### config.mk
export PLATFORM = sky130hd
export DESIGN_NAME = text_encoding_classifier_unit
export DESIGN_NICKNAME = d
export VERILOG_FILES = /design/src/rtl/tec_pkg.sv /design/src/rtl/text_encoding_classifier_unit.sv /design/src/rtl/tec_stats.sv /design/src/rtl/tec_utf8.sv
export SDC_FILE = /design/constraint.sdc
export NUM_CORES = 1
export LEC_CHECK = 0
export BUFFER_PORTS_ARGS = -buffer_cell sky130_fd_sc_hd__buf_2
export CAP_MARGIN = 20
export CORE_ASPECT_RATIO = 0.9
export CORE_UTILIZATION = 48
export DETAILED_ROUTE_END_ITERATION = 8
export PLACE_DENSITY_LB_ADDON = 0.12
export SLEW_MARGIN = 25
export SYNTH_ARGS = -nofsm -noshare
export SYNTH_HDL_FRONTEND = slang
export SYNTH_HIERARCHICAL = 1
export SYNTH_SLANG_ARGS = --single-unit
### constraint.sdc
create_clock -name clk -period 3.26 [get_ports clk]
set_input_delay 0.163 -clock clk [delete_from_list [all_inputs] [get_ports clk]]
set_output_delay 0.163 -clock clk [all_outputs]
set_load 0.005 [all_outputs]
### src/rtl/tec_pkg.sv
`default_nettype none
package tec_pkg;

  localparam logic [2:0] ENC_ANSI        = 3'd0;
  localparam logic [2:0] ENC_UTF8        = 3'd1;
  localparam logic [2:0] ENC_UTF8_BOM    = 3'd2;
  localparam logic [2:0] ENC_UTF16LE     = 3'd3;
  localparam logic [2:0] ENC_UTF16LE_BOM = 3'd4;
  localparam logic [2:0] ENC_BINARY      = 3'd5;

  localparam logic [2:0] LIM_ANY   = 3'd0;
  localparam logic [2:0] LIM_A0_BF = 3'd1;
  localparam logic [2:0] LIM_80_9F = 3'd2;
  localparam logic [2:0] LIM_90_BF = 3'd3;
  localparam logic [2:0] LIM_80_8F = 3'd4;

  localparam logic [7:0] BOM16_B0 = 8'hFF;
  localparam logic [7:0] BOM16_B1 = 8'hFE;
  localparam logic [7:0] BOM8_B0  = 8'hEF;
  localparam logic [7:0] BOM8_B1  = 8'hBB;
  localparam logic [7:0] BOM8_B2  = 8'hBF;

  localparam logic [1:0] PAIR_ZERO_MAX = 2'd3;
  localparam logic [2:0] BYTE_ZERO_MAX = 3'd7;
  localparam logic [2:0] BYTE_ZERO_MIN_UTF16 = 3'd3;
  localparam logic UTF8_PREF_RESET = 1'b1;

  typedef struct packed {
    logic [1:0]  byte_count;
    logic        odd_position;
    logic [23:0] head;
    logic [1:0]  pair_zero;
    logic [2:0]  byte_zero;
  } stats_t;

  function automatic logic [2:0] classify(input stats_t st, input logic utf8_pref,
                                          input logic utf8_ok);
    logic [2:0] enc;
    enc = ENC_UTF8;
    priority if (st.byte_count < 2'd2) begin
      enc = ENC_ANSI;
    end else if (st.pair_zero == PAIR_ZERO_MAX) begin
      enc = ENC_BINARY;
    end else if (st.head[7:0] == BOM16_B0 && st.head[15:8] == BOM16_B1) begin
      enc = ENC_UTF16LE_BOM;
    end else if (st.byte_zero > BYTE_ZERO_MIN_UTF16 && !st.odd_position) begin
      enc = ENC_UTF16LE;
    end else if (st.byte_count < 2'd3) begin
      enc = ENC_ANSI;
    end else if (st.head[7:0] == BOM8_B0 && st.head[15:8] == BOM8_B1 &&
                 st.head[23:16] == BOM8_B2) begin
      enc = ENC_UTF8_BOM;
    end else if (!utf8_pref || !utf8_ok) begin
      enc = ENC_ANSI;
    end else begin
      enc = ENC_UTF8;
    end
    return enc;
  endfunction

endpackage
`default_nettype wire

### src/rtl/text_encoding_classifier_unit.sv
`default_nettype none
// The input register holds a byte; a last byte's encoding goes to the result register.
// Throughput: one byte per cycle when not stalled; non-last bytes produce no result.
// The input register accepts a new byte while a finished result waits to be taken,
// unless the byte it holds is itself a last byte, which waits for the result register.
// Reset (rst_n low, synchronous) clears all counters, the UTF-8 state and the valids,
// and sets the UTF-8 preference to 1.
module text_encoding_classifier_unit (
  input  wire logic       clk,
  input  wire logic       rst_n,
  input  wire logic       in_valid,
  output logic            in_stall,
  input  wire logic [7:0] in_data_byte,
  input  wire logic       in_last_byte,
  output logic            out_valid,
  input  wire logic       out_stall,
  output logic [2:0]      out_encoding,
  input  wire logic       cfg_wr_en,
  input  wire logic       cfg_wr_data
);
  import tec_pkg::*;

  logic       s1_valid_r;
  logic [7:0] s1_byte_r;
  logic       s1_last_r;
  logic       step;
  logic       prefer_r;
  logic       out_valid_r;
  logic       out_valid_nxt;
  logic [2:0] out_enc_r;
  stats_t     stats_nxt;
  logic       utf8_ok_nxt;

  assign step     = s1_valid_r && (!s1_last_r || !out_valid_r || !out_stall);
  assign in_stall = s1_valid_r && !step;

  tec_stats u_stats (
    .clk       (clk),
    .rst_n     (rst_n),
    .step      (step),
    .clear     (s1_last_r),
    .data_byte (s1_byte_r),
    .stats_nxt (stats_nxt)
  );

  tec_utf8 u_utf8 (
    .clk         (clk),
    .rst_n       (rst_n),
    .step        (step),
    .clear       (s1_last_r),
    .data_byte   (s1_byte_r),
    .utf8_ok_nxt (utf8_ok_nxt)
  );

  always_comb begin
    out_valid_nxt = out_valid_r;
    if (step && s1_last_r) begin
      out_valid_nxt = 1'b1;
    end else if (!out_stall) begin
      out_valid_nxt = 1'b0;
    end
  end

  always_ff @(posedge clk) begin
    if (!rst_n) begin
      s1_valid_r  <= 1'b0;
      out_valid_r <= 1'b0;
      prefer_r    <= UTF8_PREF_RESET;
    end else begin
      if (!in_stall) begin
        s1_valid_r <= in_valid;
      end
      out_valid_r <= out_valid_nxt;
      if (cfg_wr_en) begin
        prefer_r <= cfg_wr_data;
      end
    end
  end

  always_ff @(posedge clk) begin
    if (in_valid && !in_stall) begin
      s1_byte_r <= in_data_byte;
      s1_last_r <= in_last_byte;
    end
    if (step && s1_last_r) begin
      out_enc_r <= classify(stats_nxt, prefer_r, utf8_ok_nxt);
    end
  end

  assign out_valid    = out_valid_r;
  assign out_encoding = out_enc_r;

  a_stall_needs_item: assert property (@(posedge clk) disable iff (!rst_n)
    in_stall |-> (s1_valid_r && s1_last_r && out_valid_r))
    else $error("Input stalled without a blocked last byte.");

  a_last_gives_result: assert property (@(posedge clk) disable iff (!rst_n)
    (step && s1_last_r) |=> out_valid_r)
    else $error("Last byte did not produce a result.");

  a_code_in_range: assert property (@(posedge clk) disable iff (!rst_n)
    out_valid_r |-> (out_enc_r <= ENC_BINARY))
    else $error("Encoding code out of range.");

  a_no_overwrite: assert property (@(posedge clk) disable iff (!rst_n)
    (out_valid_r && out_stall) |=> (out_valid_r && $stable(out_enc_r)))
    else $error("Pending result was lost or overwritten.");

endmodule
`default_nettype wire

### src/rtl/tec_stats.sv
`default_nettype none
module tec_stats (
  input  wire logic           clk,
  input  wire logic           rst_n,
  input  wire logic           step,
  input  wire logic           clear,
  input  wire logic [7:0]     data_byte,
  output tec_pkg::stats_t     stats_nxt
);
  import tec_pkg::*;

  stats_t     stats_r;
  stats_t     upd;
  logic [7:0] pending_r;
  logic [7:0] pending_nxt;
  logic       b_zero;
  logic       p_zero;
  logic [3:0] zero_sum;

  always_comb begin
    upd         = stats_r;
    pending_nxt = pending_r;
    b_zero      = (data_byte == 8'd0);
    p_zero      = (pending_r == 8'd0);
    zero_sum    = {1'b0, stats_r.byte_zero} + {3'd0, p_zero} + {3'd0, b_zero};
    if (stats_r.byte_count != 2'd3) begin
      unique case (stats_r.byte_count)
        2'd0:    upd.head[7:0]   = data_byte;
        2'd1:    upd.head[15:8]  = data_byte;
        default: upd.head[23:16] = data_byte;
      endcase
      upd.byte_count = stats_r.byte_count + 2'd1;
    end
    if (stats_r.odd_position) begin
      if (p_zero && b_zero && stats_r.pair_zero != PAIR_ZERO_MAX) begin
        upd.pair_zero = stats_r.pair_zero + 2'd1;
      end
      upd.byte_zero = (zero_sum > {1'b0, BYTE_ZERO_MAX}) ? BYTE_ZERO_MAX : zero_sum[2:0];
      upd.odd_position = 1'b0;
    end else begin
      pending_nxt      = data_byte;
      upd.odd_position = 1'b1;
    end
    stats_nxt = upd;
  end

  always_ff @(posedge clk) begin
    if (!rst_n) begin
      stats_r   <= '0;
      pending_r <= '0;
    end else if (step) begin
      if (clear) begin
        stats_r   <= '0;
        pending_r <= '0;
      end else begin
        stats_r   <= upd;
        pending_r <= pending_nxt;
      end
    end
  end

endmodule
`default_nettype wire

### src/rtl/tec_utf8.sv
`default_nettype none
module tec_utf8 (
  input  wire logic       clk,
  input  wire logic       rst_n,
  input  wire logic       step,
  input  wire logic       clear,
  input  wire logic [7:0] data_byte,
  output logic            utf8_ok_nxt
);
  import tec_pkg::*;

  logic [1:0] remaining_r;
  logic [1:0] remaining_nxt;
  logic [2:0] limit_r;
  logic [2:0] limit_nxt;
  logic       invalid_r;
  logic       invalid_nxt;
  logic [7:0] lo;
  logic [7:0] hi;

  always_comb begin
    remaining_nxt = remaining_r;
    limit_nxt     = limit_r;
    invalid_nxt   = invalid_r;
    lo            = 8'h80;
    hi            = 8'hBF;
    unique case (limit_r)
      LIM_A0_BF: lo = 8'hA0;
      LIM_80_9F: hi = 8'h9F;
      LIM_90_BF: lo = 8'h90;
      LIM_80_8F: hi = 8'h8F;
      default: ;
    endcase
    if (!invalid_r) begin
      if (remaining_r != 2'd0) begin
        if (data_byte < lo || data_byte > hi) begin
          invalid_nxt = 1'b1;
        end else begin
          limit_nxt     = LIM_ANY;
          remaining_nxt = remaining_r - 2'd1;
        end
      end else begin
        limit_nxt = LIM_ANY;
        priority if (data_byte <= 8'h7F) begin
          remaining_nxt = 2'd0;
        end else if (data_byte >= 8'hC2 && data_byte <= 8'hDF) begin
          remaining_nxt = 2'd1;
        end else if (data_byte == 8'hE0) begin
          remaining_nxt = 2'd2;
          limit_nxt     = LIM_A0_BF;
        end else if (data_byte == 8'hED) begin
          remaining_nxt = 2'd2;
          limit_nxt     = LIM_80_9F;
        end else if (data_byte >= 8'hE1 && data_byte <= 8'hEF) begin
          remaining_nxt = 2'd2;
        end else if (data_byte == 8'hF0) begin
          remaining_nxt = 2'd3;
          limit_nxt     = LIM_90_BF;
        end else if (data_byte >= 8'hF1 && data_byte <= 8'hF3) begin
          remaining_nxt = 2'd3;
        end else if (data_byte == 8'hF4) begin
          remaining_nxt = 2'd3;
          limit_nxt     = LIM_80_8F;
        end else begin
          invalid_nxt = 1'b1;
        end
      end
    end
    utf8_ok_nxt = !invalid_nxt && (remaining_nxt == 2'd0);
  end

  always_ff @(posedge clk) begin
    if (!rst_n) begin
      remaining_r <= '0;
      limit_r     <= LIM_ANY;
      invalid_r   <= 1'b0;
    end else if (step) begin
      if (clear) begin
        remaining_r <= '0;
        limit_r     <= LIM_ANY;
        invalid_r   <= 1'b0;
      end else begin
        remaining_r <= remaining_nxt;
        limit_r     <= limit_nxt;
        invalid_r   <= invalid_nxt;
      end
    end
  end

endmodule
`default_nettype wire

==> impl_metrics.yaml <==
sta:
  final_period_minus_worst_setup_slack_ns: 2.79
  grt_setup_unrepaired: "false"
  skew_ns: 0.0100
  slew_violations: 0
  postLayoutSetupSlackWorst_ns: 0.470
  accumulated_negative_setup_slack_ns: 0
  fmax_mhz: 358
  final_setup_violation_count: 0
  worstMarginPinSlew_ns: 0.913
  slew-limit-headroom_pct: 39.0
  report.final.hold_viol_count: 0
  finalCritPeriodShare_pct: 85.6
setup_path:
  timing.critical_path.arrival_ns: 3.00
  worst_ep_required_time_ns: 3.47
  worst_r2r_endpoint: "out_encoding[0]"
  reg2reg_setup_slack_ns: 0.47
  end_kind: "flop"
  timing.reg2reg.worst_path_depth: 11
  worst_setup_path_start_kind: "flop"
  criticalPathCategory: "reg2reg"
  crit-reg2reg-launch: "u_utf8/limit_r[1]"
  cp_max_fo: 7
cts:
  clock_latency_ns: 0.35
  clock-root-buffer: "sky130_fd_sc_hd__clkbuf_8"
  htreeDepth: 3
  cts_inserted_buffers: 9
  clockBufferDepth: 2
  cts_sinks: 61
  cts_setup_buffers: 0
  cts_hold_repair.buffers: 9
  tritoncts_clock_tree: "done"
  path_clk_slew_ns: 0.07
  post_cts_resize_count: 0
placement:
  placed_cells: 470
  dp_hpwl_um: 5360
  finalWeightedCongestion: 0.841
  place_worst_setup_slack_ns: 0.474
  port-buffer-count: 19
pwr:
  power.total_w: 0.00167
  power_per_cell_area_nw_per_um2: 427
  leakage_power_nw: 1.49
  ir_worst_vdd_mv: 0.291
worst_hold_path:
  timing.hold.worst.class: "in2reg"
  worstHoldPathCells: 3
  min-delay-start: "cfg_wr_data"
  hold-path-endpoint: "prefer_r"
synthesis:
  syn_nets: 384
  yosys_warnings: 6
  summed_instance_area_of_the_synthesized_netlist_um2: 3340
  syn_inst: 362
  synth_area_per_cell_um2: 9.22
floorplan:
  start_util_pct: 50.1
  die_w_um: 89.9
  core_outline_area_um2: 6660
  die_area_um2: 7290
  placementRows: 28
  die_h_um: 81.1
  boundaryPins: 20
route:
  first_iter_violations: 171
  vias: 2819
  routed_via_density: 5.69
  post-route-drc-count: 0
  drtPass1Iterations: 4
  drt.antenna.violating_nets: 0
  finalWirelength_um: 7980
  wire_per_inst_um: 16.1
grt:
  globalRouteTotalUtil_pct: 24.1
  first_global_vias: 2781
  grt_start_max_net_pins: 52
  first_pass_grt_wire_length_um: 13500
  global_route.usage.met1_pct: 30.2
  global_route.peak_usage_layer: "met2"
  grt_antenna_before_repair: 0
  met3_usage_pct: 6.46
  groute.layer.met2.usage_pct: 40.8
  grt.overflow.total: 0
cells_and_area:
  layout.cells.most_common_list: "49 x sky130_fd_sc_hd__dfxtp_1, 44 x sky130_fd_sc_hd__nor2_1, 31 x sky130_fd_sc_hd__nor2b_1, 29 x sky130_fd_sc_hd__a31oi_1, 25 x sky130_fd_sc_hd__mux2_2"
  finalNonFillerCells: 495
  n_antenna_cell: 0
  fraction_of_layout_cells_with_a_size_suffix_above_1_pct: 22.2
  syn2layout_area_growth_pct: 16.8
  layout.cells.most_common: "sky130_fd_sc_hd__dfxtp_1"
  finish.net_count: 422
  fillers: 603
run_status:
  outcome: "complete, no violations"
job:
  cap_violations: 0
[routing by layer]
layer / routed length, um / share of wire [%]
met1: 3760 / 47
met2: 3690 / 46
met3: 467 / 5.9
met4: 61 / 0.76
met5: 0 / 0
[worst max-delay path, stage by stage (launching register included)]
cell,delay (ns)
sky130_fd_sc_hd__dfxtp_1,0.39
sky130_fd_sc_hd__xnor2_1,0.14
sky130_fd_sc_hd__nor2_1,0.06
sky130_fd_sc_hd__ha_1,0.32
sky130_fd_sc_hd__a21oi_1,0.26
sky130_fd_sc_hd__a41oi_4,0.08
sky130_fd_sc_hd__o41ai_4,0.56
sky130_fd_sc_hd__o31ai_2,0.15
sky130_fd_sc_hd__nor4_1,0.30
sky130_fd_sc_hd__and3_1,0.19
sky130_fd_sc_hd__o2111ai_1,0.11
sky130_fd_sc_hd__nand3_1,0.10
[registers in the layout, indices dropped and copies added (netlist names)]
register,flops
u_stats/stats_r,32
s1_byte_r,8
u_stats/pending_r,8
out_encoding,3
u_utf8/limit_r,3
u_utf8/remaining_r,2
out_valid,1
prefer_r,1
s1_last_r,1
s1_valid_r,1
u_utf8/invalid_r,1
[worst max-delay path by stage]
stage	startpoint	to	slack, ns	depth (start not counted)
global placement	u_utf8/limit_r[1]	out_encoding[0]	0.55	11
global route	u_utf8/limit_r[1]	out_encoding[0]	0.24	11
finish	u_utf8/limit_r[1]	out_encoding[0]	0.47	11
CTS	u_utf8/limit_r[1]	out_encoding[0]	0.46	11
floorplan	s1_byte_r[5]	out_encoding[0]	0.74	9
detailed placement	u_utf8/limit_r[1]	out_encoding[0]	0.47	11
[where the power goes]
group / switching, W / leakage (nW) / total (W) / internal [W]
registers: 0.0000188 / 0.513 / 0.000807 / 0.000788
logic: 0.000108 / 0.881 / 0.000181 / 0.0000731
clock network: 0.000323 / 0.0918 / 0.000678 / 0.000355
[per-stage QoR]
stage	instance area (um2)	utilization, %	hold slack, ns
final	3900	58.6	0.0339
after global routing	3900	58.6	0.0251
after CTS	3900	58.6	0.0235
after detailed placement	3610	54.2	0.341
after global placement	3610	54.2	0.340
after floorplan	3340	-	0.225
[cell type report]
type	instances	area, um2	area share, %
clock inverters	7	75.1	1.93
well taps	90	113	2.89
flip-flops and latches	61	1340	34.4
multi-input cells	269	1890	48.4
repair buffers	43	298	7.64
inverters	16	60.1	1.54
clock buffers	9	124	3.18
(Power assumes the default switching activity.)
